$ cat config.mk
export PLATFORM = sky130hd
export DESIGN_NAME = lru_tlb_top
export DESIGN_NICKNAME = d
export VERILOG_FILES = /design/src/hw/rtl/lru_tlb_pkg.sv /design/src/hw/rtl/lru_tlb_rank.sv /design/src/hw/rtl/lru_tlb_top.sv
export VERILOG_INCLUDE_DIRS = /design/src /design/src/hw/rtl
export SDC_FILE = /design/constraint.sdc
export NUM_CORES = 1
export LEC_CHECK = 0
export ABC_AREA = 1
export BUFFER_PORTS_ARGS = -buffer_cell sky130_fd_sc_hd__buf_4
export CAP_MARGIN = 40
export CORE_MARGIN = 1.5
export CORE_UTILIZATION = 63
export CTS_CLUSTER_SIZE = 12
export DETAILED_ROUTE_END_ITERATION = 12
export GPL_TIMING_DRIVEN = 0
export HOLD_SLACK_MARGIN = 0.02
export PLACE_DENSITY_LB_ADDON = 0.05
export REMOVE_ABC_BUFFERS = 1
export SLEW_MARGIN = 0
export SYNTH_ARGS = -nofsm -noshare
export SYNTH_HDL_FRONTEND = slang
export SYNTH_SLANG_ARGS = --single-unit
$ cat constraint.sdc
create_clock -name clk -period 5 [get_ports clk]
set_clock_uncertainty 0.1 [all_clocks]
set_input_delay 1 -clock clk [delete_from_list [all_inputs] [get_ports clk]]
set_output_delay 1 -clock clk [all_outputs]
set_load 0.01 [all_outputs]
$ cat src/hw/rtl/lru_tlb_top_assert.svh
// Assertion macros shared by the translation buffer top level.
`ifndef LRU_TLB_TOP_ASSERT_SVH
`define LRU_TLB_TOP_ASSERT_SVH

// Same-cycle implication, checked on every clock edge outside reset.
`define LT_ASSERT_IMPL(label, ante, cons) \
	label: assert property (@(posedge clk) disable iff (!arst_n) (ante) |-> (cons)) \
		else $error("lru_tlb assertion failed");

// Next-cycle implication, checked on every clock edge outside reset.
`define LT_ASSERT_NEXT(label, ante, cons) \
	label: assert property (@(posedge clk) disable iff (!arst_n) (ante) |=> (cons)) \
		else $error("lru_tlb assertion failed");

`endif

$ cat src/hw/rtl/lru_tlb_pkg.sv
// Package with sizes, rank update codes and the rank command type of the translation buffer.
`timescale 1ns / 1ps
package lru_tlb_pkg;

	localparam int ENTRIES    = 16;
	localparam int PAGE_BITS  = 16;
	localparam int FRAME_BITS = 16;
	localparam int IDX_W      = $clog2(ENTRIES);
	localparam int CNT_W      = $clog2(ENTRIES + 1);
	localparam int CAP_W      = 5;
	localparam int CMP_W      = (CAP_W > CNT_W) ? CAP_W : CNT_W;
	localparam logic [CAP_W-1:0] CAP_RESET = CAP_W'(16);

	// Rank update operations issued by the sequencer.
	localparam logic [1:0] RK_NONE    = 2'd0;
	localparam logic [1:0] RK_PROMOTE = 2'd1;
	localparam logic [1:0] RK_FILL    = 2'd2;
	localparam logic [1:0] RK_DROP    = 2'd3;

	typedef struct packed {
		logic [1:0]       op;
		logic [IDX_W-1:0] slot;
		logic [IDX_W-1:0] ref_age;
		logic             evict;
		logic [IDX_W-1:0] old_slot;
	} rank_cmd_t;

endpackage

$ cat src/hw/rtl/lru_tlb_rank.sv
// Valid bits, recency ranks and fill count of the translation buffer entries.
`timescale 1ns / 1ps
module lru_tlb_rank (
	input  logic                              clk,
	input  logic                              arst_n,
	input  lru_tlb_pkg::rank_cmd_t            cmd,
	input  logic [lru_tlb_pkg::IDX_W-1:0]     rd_idx,
	output logic [lru_tlb_pkg::ENTRIES-1:0]   valid_vec,
	output logic [lru_tlb_pkg::IDX_W-1:0]     age_rd,
	output logic [lru_tlb_pkg::CNT_W-1:0]     used
);

	localparam int CNT_W = lru_tlb_pkg::CNT_W;

	logic [lru_tlb_pkg::ENTRIES-1:0] valid_q;
	logic [lru_tlb_pkg::IDX_W-1:0]   age_q [lru_tlb_pkg::ENTRIES];
	logic [lru_tlb_pkg::CNT_W-1:0]   used_q;

	assign valid_vec = valid_q;
	assign age_rd    = age_q[rd_idx];
	assign used      = used_q;

	// Valid bits change on fill and drop; the fill count changes on a drop and on a fill without eviction.
	always_ff @(posedge clk or negedge arst_n) begin
		if (!arst_n) begin
			valid_q <= '0;
			used_q  <= '0;
		end else begin
			unique case (cmd.op)
				lru_tlb_pkg::RK_FILL: begin
					if (cmd.evict) begin
						valid_q[cmd.old_slot] <= 1'b0;
					end
					valid_q[cmd.slot] <= 1'b1;
					if (!cmd.evict) begin
						used_q <= used_q + CNT_W'(1);
					end
				end
				lru_tlb_pkg::RK_DROP: begin
					valid_q[cmd.slot] <= 1'b0;
					used_q            <= used_q - CNT_W'(1);
				end
				lru_tlb_pkg::RK_NONE,
				lru_tlb_pkg::RK_PROMOTE: begin
				end
			endcase
		end
	end

	// Every entry adjusts its own rank in parallel; promote and drop compare it against the reference rank.
	always_ff @(posedge clk) begin
		for (int i = 0; i < lru_tlb_pkg::ENTRIES; i++) begin
			unique case (cmd.op)
				lru_tlb_pkg::RK_PROMOTE: begin
					if (cmd.slot == lru_tlb_pkg::IDX_W'(i)) begin
						age_q[i] <= '0;
					end else if (valid_q[i] && age_q[i] < cmd.ref_age) begin
						age_q[i] <= age_q[i] + lru_tlb_pkg::IDX_W'(1);
					end
				end
				lru_tlb_pkg::RK_FILL: begin
					if (cmd.slot == lru_tlb_pkg::IDX_W'(i)) begin
						age_q[i] <= '0;
					end else if (valid_q[i] &&
						!(cmd.evict && cmd.old_slot == lru_tlb_pkg::IDX_W'(i))) begin
						age_q[i] <= age_q[i] + lru_tlb_pkg::IDX_W'(1);
					end
				end
				lru_tlb_pkg::RK_DROP: begin
					if (valid_q[i] && age_q[i] > cmd.ref_age) begin
						age_q[i] <= age_q[i] - lru_tlb_pkg::IDX_W'(1);
					end
				end
				lru_tlb_pkg::RK_NONE: begin
				end
			endcase
		end
	end

endmodule

$ cat src/hw/rtl/lru_tlb_top.sv
// Top level of the fully associative translation buffer with LRU replacement.
//
//  Channel  Direction  Handshake               Payload
//  req      in         req_valid / req_stall   func, page_number, frame_number
//  rsp      out        rsp_valid / rsp_stall   hit, frame_out, evicted, evicted_page, removed
//  cfg      in         cfg_valid / cfg_ready   capacity
//
// An item is accepted, then a single comparator walks all 16 entries of the tag
// store in turn, and then the rank update and the result load are done together.
// The update cycle waits while the previous result is still held by a stalled sink.
// Reset clears all valid bits and the fill count and sets capacity to 16; no clearing pass.
// Configuration writes are taken only while no item is in flight.
`timescale 1ns / 1ps
`include "lru_tlb_top_assert.svh"
module lru_tlb_top (
	input  logic                                 clk,
	input  logic                                 arst_n,
	input  logic                                 req_valid,
	output logic                                 req_stall,
	input  logic                                 func,
	input  logic [lru_tlb_pkg::PAGE_BITS-1:0]    page_number,
	input  logic [lru_tlb_pkg::FRAME_BITS-1:0]   frame_number,
	output logic                                 rsp_valid,
	input  logic                                 rsp_stall,
	output logic                                 hit,
	output logic [lru_tlb_pkg::FRAME_BITS-1:0]   frame_out,
	output logic                                 evicted,
	output logic [lru_tlb_pkg::PAGE_BITS-1:0]    evicted_page,
	output logic                                 removed,
	input  logic                                 cfg_valid,
	output logic                                 cfg_ready,
	input  logic [lru_tlb_pkg::CAP_W-1:0]        capacity
);

	localparam int IDX_W = lru_tlb_pkg::IDX_W;
	localparam int CNT_W = lru_tlb_pkg::CNT_W;
	localparam int CMP_W = lru_tlb_pkg::CMP_W;
	localparam int KEY_W = (lru_tlb_pkg::PAGE_BITS > lru_tlb_pkg::FRAME_BITS) ?
		lru_tlb_pkg::PAGE_BITS : lru_tlb_pkg::FRAME_BITS;

	localparam logic [1:0] ST_IDLE = 2'd0;
	localparam logic [1:0] ST_WALK = 2'd1;
	localparam logic [1:0] ST_UPD  = 2'd2;

	logic [1:0]                          state_q;
	logic [IDX_W-1:0]                    walk_q;
	logic [lru_tlb_pkg::CAP_W-1:0]       cap_q;

	// Item held for the duration of the walk.
	logic                                func_q;
	logic [lru_tlb_pkg::PAGE_BITS-1:0]   page_in_q;
	logic [lru_tlb_pkg::FRAME_BITS-1:0]  frame_in_q;

	// Tag and data store, written at the fill slot and read at the walk index.
	logic [lru_tlb_pkg::PAGE_BITS-1:0]   page_arr_q  [lru_tlb_pkg::ENTRIES];
	logic [lru_tlb_pkg::FRAME_BITS-1:0]  frame_arr_q [lru_tlb_pkg::ENTRIES];

	// Results gathered during the walk.
	logic                                match_found_q;
	logic [IDX_W-1:0]                    match_idx_q;
	logic [IDX_W-1:0]                    match_age_q;
	logic [lru_tlb_pkg::FRAME_BITS-1:0]  match_frame_q;
	logic                                old_found_q;
	logic [IDX_W-1:0]                    old_idx_q;
	logic [lru_tlb_pkg::PAGE_BITS-1:0]   old_page_q;
	logic                                free_found_q;
	logic [IDX_W-1:0]                    free_idx_q;

	// Output register.
	logic                                rsp_valid_q;
	logic                                hit_q;
	logic [lru_tlb_pkg::FRAME_BITS-1:0]  frame_out_q;
	logic                                evicted_q;
	logic [lru_tlb_pkg::PAGE_BITS-1:0]   evicted_page_q;
	logic                                removed_q;

	lru_tlb_pkg::rank_cmd_t              cmd;
	logic [lru_tlb_pkg::ENTRIES-1:0]     valid_vec;
	logic [IDX_W-1:0]                    age_rd;
	logic [CNT_W-1:0]                    used;

	logic                                cur_valid;
	logic [KEY_W-1:0]                    cmp_a;
	logic [KEY_W-1:0]                    cmp_b;
	logic                                cmp_eq;
	logic                                is_oldest;
	logic [CMP_W-1:0]                    cap_ext;
	logic [CMP_W-1:0]                    eff_cap;
	logic                                need_evict;
	logic [IDX_W-1:0]                    fill_slot;
	logic                                out_free;
	logic                                upd_go;
	logic                                walk_last;

	lru_tlb_rank u_rank (
		.clk       (clk),
		.arst_n    (arst_n),
		.cmd       (cmd),
		.rd_idx    (walk_q),
		.valid_vec (valid_vec),
		.age_rd    (age_rd),
		.used      (used)
	);

	assign req_stall    = (state_q != ST_IDLE);
	assign cfg_ready    = (state_q == ST_IDLE);
	assign rsp_valid    = rsp_valid_q;
	assign hit          = hit_q;
	assign frame_out    = frame_out_q;
	assign evicted      = evicted_q;
	assign evicted_page = evicted_page_q;
	assign removed      = removed_q;

	// The shared comparator checks the stored page or frame of the walked entry.
	always_comb begin
		cur_valid = valid_vec[walk_q];
		if (func_q) begin
			cmp_a = KEY_W'(frame_arr_q[walk_q]);
			cmp_b = KEY_W'(frame_in_q);
		end else begin
			cmp_a = KEY_W'(page_arr_q[walk_q]);
			cmp_b = KEY_W'(page_in_q);
		end
		cmp_eq    = (cmp_a == cmp_b);
		is_oldest = cur_valid && (CNT_W'(age_rd) == used - CNT_W'(1));
		walk_last = (walk_q == IDX_W'(lru_tlb_pkg::ENTRIES - 1));
	end

	// Capacity is clamped to the range one to the number of entries.
	always_comb begin
		cap_ext = CMP_W'(cap_q);
		if (cap_ext == '0) begin
			eff_cap = CMP_W'(1);
		end else if (cap_ext > CMP_W'(lru_tlb_pkg::ENTRIES)) begin
			eff_cap = CMP_W'(lru_tlb_pkg::ENTRIES);
		end else begin
			eff_cap = cap_ext;
		end
		need_evict = (CMP_W'(used) >= eff_cap) && old_found_q;
		if (need_evict && !(free_found_q && free_idx_q < old_idx_q)) begin
			fill_slot = old_idx_q;
		end else begin
			fill_slot = free_idx_q;
		end
	end

	// The update runs once the output register can take the result.
	assign out_free = !rsp_valid_q || !rsp_stall;
	assign upd_go   = (state_q == ST_UPD) && out_free;

	always_comb begin
		cmd          = '0;
		cmd.op       = lru_tlb_pkg::RK_NONE;
		cmd.slot     = match_idx_q;
		cmd.ref_age  = match_age_q;
		cmd.evict    = need_evict;
		cmd.old_slot = old_idx_q;
		if (upd_go) begin
			priority if (!func_q && match_found_q) begin
				cmd.op = lru_tlb_pkg::RK_PROMOTE;
			end else if (!func_q) begin
				cmd.op   = lru_tlb_pkg::RK_FILL;
				cmd.slot = fill_slot;
			end else if (match_found_q) begin
				cmd.op = lru_tlb_pkg::RK_DROP;
			end else begin
				cmd.op = lru_tlb_pkg::RK_NONE;
			end
		end
	end

	// Sequencer and walk bookkeeping.
	always_ff @(posedge clk or negedge arst_n) begin
		if (!arst_n) begin
			state_q       <= ST_IDLE;
			walk_q        <= '0;
			cap_q         <= lru_tlb_pkg::CAP_RESET;
			match_found_q <= 1'b0;
			old_found_q   <= 1'b0;
			free_found_q  <= 1'b0;
			rsp_valid_q   <= 1'b0;
		end else begin
			if (cfg_valid && cfg_ready) begin
				cap_q <= capacity;
			end
			// A new result loads the output register; otherwise an accepted beat empties it.
			if (upd_go) begin
				rsp_valid_q <= 1'b1;
			end else if (!rsp_stall) begin
				rsp_valid_q <= 1'b0;
			end
			unique case (state_q)
				ST_IDLE: begin
					if (req_valid) begin
						state_q       <= ST_WALK;
						walk_q        <= '0;
						match_found_q <= 1'b0;
						old_found_q   <= 1'b0;
						free_found_q  <= 1'b0;
					end
				end
				ST_WALK: begin
					if (cur_valid && cmp_eq &&
						(!match_found_q || (func_q && age_rd > match_age_q))) begin
						match_found_q <= 1'b1;
					end
					if (is_oldest) begin
						old_found_q <= 1'b1;
					end
					if (!cur_valid) begin
						free_found_q <= 1'b1;
					end
					walk_q <= walk_q + IDX_W'(1);
					if (walk_last) begin
						state_q <= ST_UPD;
					end
				end
				ST_UPD: begin
					if (out_free) begin
						state_q <= ST_IDLE;
					end
				end
				default: begin
					state_q <= ST_IDLE;
				end
			endcase
		end
	end

	// Payload registers: captured item, walk findings, store writes and result.
	always_ff @(posedge clk) begin
		if (state_q == ST_IDLE && req_valid) begin
			func_q     <= func;
			page_in_q  <= page_number;
			frame_in_q <= frame_number;
		end
		if (state_q == ST_WALK) begin
			if (cur_valid && cmp_eq &&
				(!match_found_q || (func_q && age_rd > match_age_q))) begin
				match_idx_q   <= walk_q;
				match_age_q   <= age_rd;
				match_frame_q <= frame_arr_q[walk_q];
			end
			if (is_oldest) begin
				old_idx_q  <= walk_q;
				old_page_q <= page_arr_q[walk_q];
			end
			if (!cur_valid && !free_found_q) begin
				free_idx_q <= walk_q;
			end
		end
		if (cmd.op == lru_tlb_pkg::RK_FILL) begin
			page_arr_q[fill_slot]  <= page_in_q;
			frame_arr_q[fill_slot] <= frame_in_q;
		end
		if (upd_go) begin
			hit_q          <= !func_q && match_found_q;
			removed_q      <= func_q && match_found_q;
			evicted_q      <= !func_q && !match_found_q && need_evict;
			if (func_q) begin
				frame_out_q <= '0;
			end else if (match_found_q) begin
				frame_out_q <= match_frame_q;
			end else begin
				frame_out_q <= frame_in_q;
			end
			if (!func_q && !match_found_q && need_evict) begin
				evicted_page_q <= old_page_q;
			end else begin
				evicted_page_q <= '0;
			end
		end
	end

	// Consistency checks on the rank store and the result register.
	`LT_ASSERT_IMPL(a_used_count, 1'b1, used == CNT_W'($countones(valid_vec)))
	`LT_ASSERT_IMPL(a_used_bound, 1'b1, CMP_W'(used) <= CMP_W'(lru_tlb_pkg::ENTRIES))
	`LT_ASSERT_IMPL(a_rsp_source, $rose(rsp_valid_q), $past(state_q) == ST_UPD)
	`LT_ASSERT_IMPL(a_rsp_exclusive, rsp_valid_q, !(hit_q && evicted_q) && !(removed_q && (hit_q || evicted_q)))

endmodule

==> reports/qor.txt <==
Unrepaired setup endpoints after global routing = no
Syn Area/Cell = 9.895 um^2
Synthesized area = 35,770 um^2
Post-synth EDFFs = 692
Netlist cell types = 53
Adder-Cell Fraction of Synth Area = 3.988%
Fin crit period = 4901 ps
Row count = 87
GRT Overall Usage = 33.37%
HP Class = in2async
Commonest non-fill, non-tap cell in the layout = nand2_1
Status = completed
Pleak = 0.01646 uW
DR iter-0 viols = 3,001
Register area = 21,690 um^2
Cells after Synth = 3,615
Most frequent cells in the layout = nand2_1, edfxtp_1, inv_1, nand3_1, nor2_1
Via count = 27,040
Sequential area share after synthesis = 60.62%
Buffers on Ports = 80
Synth Area in XOR/XNOR = 1.126%
Fin worst setup slack = 98.84 ps
CTS tree = done
PD cells = 454.9 nW/um^2
Fmax = 204.0 MHz
Antenna cell count = 0
Ratio of cells with drive above 1 in the final layout = 9.213%
CTS Root Cell = clkbuf_16
CTS Buf Count = 77
Routed wire length = 97,000 um
VDD IR max = 0.3451 mV
I/O Pins = 81
Initial core utilization = 63.56%
Worst skew pair latency = 620 ps
R2r endpoint = u_rank.age_q[5][2]$_DFFE_PP_
Tot Pwr = 18,390 uW
Initial antenna violation count = 0
CP max-delay cell = dfrtp_1
Post-synth ARST share = 4.945%
Tcrit/Tclk final = 98.02%
R2R setup slack = 100 ps
Pre-antenna DRT Iters = 6
Sink Count = 728
Number of synthesized register bits = 728
CP startpoint kind = register
Crit-path cells = buf_16 > clkinv_1 > buf_16 > ha_1 > nor2_1 > inv_2 > nor2_2 > buf_8 > inv_2 > nand2_1 > inv_1 > o211ai_1
Multi-input logic area = 11,890 um^2
Grt ovf = 0
Yosys Warn Count = 0
Drt wl/cell = 21.66 um
Core area = 56,280 um^2
Main synth FF type = edfxtp_1
Number of global-route vias before repair = 25,800
Simple-gate area share of the yosys netlist = 20.81%
CP Data Arrival Time = 5080 ps
GP Congestion = 0.9034
Antenna-violating nets left = 0
Count of pins over their slew limit = 0
Reg2reg path depth = 12
H-tree levels = 3
Die Ht = 241.3 um
Area Growth Syn to Fin = 13.00%
Critical path class = reg2reg
Compound-gate portion of the synthesized area = 6.786%
Max FO, Critical Path = 20
FILL cells = 3,965
Post-DR vias/cell = 6.036
Dpl ws = -398.7 ps
CTS Hold Buffers Added = 0
CP max stage delay = 590 ps
DP HPWL = 59,650 um
Setup Viol. Count Final = 0
First-pass GRT wire length = 145,700 um
Largest family of logic cells by synthesized area = simple AND/OR/NAND/NOR gates
Rel. slew slack = 45.21%
Crit Reg-Reg Startpoint = match_found_q$_DFFE_PN0P_
Layout net count = 3,834
Multiplexer area fraction after synthesis = 0.1539%
CP Capture Type = register
Die area = 58,220 um^2
Slew @ Worst Pin = 819.9 ps
Clock buffer depth = 3
CP required = 5180 ps
Fin. Hold Viols = 0
Die Width = 241.3 um
Post-route DRC violation count = 0
Largest net degree at the start of global routing = 103
Maxcap violations = 0
Worst-path clk slew = 60 ps
## kinds of logic after synthesis
| kind of cell | after synthesis |
|---|---|
| muxes | 5 |
| xor gates and xnor gates | 46 |
| buffers and inverters | 547 |
| DFF | 728 |
| and+or+nand+nor | 1739 |
| adders and majority gates | 114 |
| AOI/OAI and AO/OA | 436 |
## worst max-delay path: cells and delay by family, from the launching register on
family          cells  cell delay (ps)
buf+inv             7             2070
compound gates      1              520
fa+ha+maj           1              300
flops               1              590
simple gates        3              930
## worst max-delay path by stage
stage	startpoint	cells after the start	slack, ps	end
5_1_grt	match_found_q$_DFFE_PN0P_	11	10	u_rank.age_q[10][3]$_DFFE_PP_
4_1_cts	match_found_q$_DFFE_PN0P_	11	8	u_rank.age_q[15][2]$_DFFE_PP_
6_report	match_found_q$_DFFE_PN0P_	12	100	u_rank.age_q[5][2]$_DFFE_PP_
3_5_place_dp	walk_q[0]$_DFFE_PN0P_	19	-400	match_frame_q[12]$_DFFE_PP_
2_1_floorplan	walk_q[0]$_DFFE_PN0P_	16	-5490	match_age_q[0]$_DFFE_PP_
3_3_place_gp	walk_q[0]$_DFFE_PN0P_	18	-13910	match_frame_q[12]$_DFFE_PP_
## metrics by stage
step / area [um^2] / std cells / setup TNS, ps / utilization, % / hold slack (ps)
6_report: 40420 / 4479 / 0 / 71.82 / 249.7
5_1_grt: 40420 / 4479 / 0 / 71.82 / 264.4
4_1_cts: 40310 / 4470 / 0 / 71.63 / 260.1
3_5_place_dp: 37940 / 4344 / -9429 / 67.41 / 417.1
3_3_place_gp: 36430 / 4289 / -4129560 / 64.74 / 404.0
2_1_floorplan: 34890 / 3453 / -595470 / - / 380.0
## cells in the mapped netlist, types with 12 or more instances
cell      number  area (um^2)
o21ai_0      232         1161
dfrtp_1       35        875.8
clkbuf_1      47        176.4
xor2_1        38        332.8
or2_2         14        87.58
a21oi_1       95        475.5
o21ai_1       17        85.08
buf_4         25        187.7
ha_1         114         1426
buf_2         72        360.4
o211ai_1      40        300.3
inv_1        374         1404
o22ai_1       17        106.4
nand3_1      367         1837
nor2_1       343         1287
nand4_1       53        331.6
edfxtp_1     692        20780
nand2_1      887         3329
buf_6         12        135.1
nand2_2       15        93.84
## timing repair
action                     CTS  global route
pin swaps                    0             6
setup endpoints to repair   24            68
buffers inserted             0             7
resized for setup            1             3
hold endpoints to repair     0             0
cloned                       1             2
## metal layers
layer	track usage, %	wire length [um]
met3	5.526	8634
met2	54.14	46320
met4	17.41	4773
met5	0	0
met1	43.58	37270
## flip-flops by register name (all words and copies together), names as in the netlist, 2 cells and up
register / flops
state_q: 2
page_arr_q: 256
u_rank.used: 5
frame_arr_q: 256
page_in_q: 16
match_idx_q: 4
match_age_q: 4
cap_ext: 5
old_idx_q: 4
u_rank.valid_vec: 16
match_frame_q: 16
walk_q: 4
evicted_page: 16
u_rank.age_q: 64
frame_in_q: 16
frame_out: 16
free_idx_q: 4
old_page_q: 16
## layout make-up
cell class                      instances  share of cell area [%]
Clock inverter                         22                  0.5758
Tap cell                              756                   2.340
Clock buffer                          103                   5.213
Timing Repair Buffer                  144                   5.139
Multi-Input combinational cell       2341                   29.43
Inverter                              385                   3.643
Sequential cell                       728                   53.66
## where the power goes
part           switching [uW]  leakage (uW)  internal, uW
registers                 358       0.00656          7010
clock network            2270       0.00114          3190
logic                    3830       0.00877          1750
Note: power is estimated with default switching activity, not from simulation.
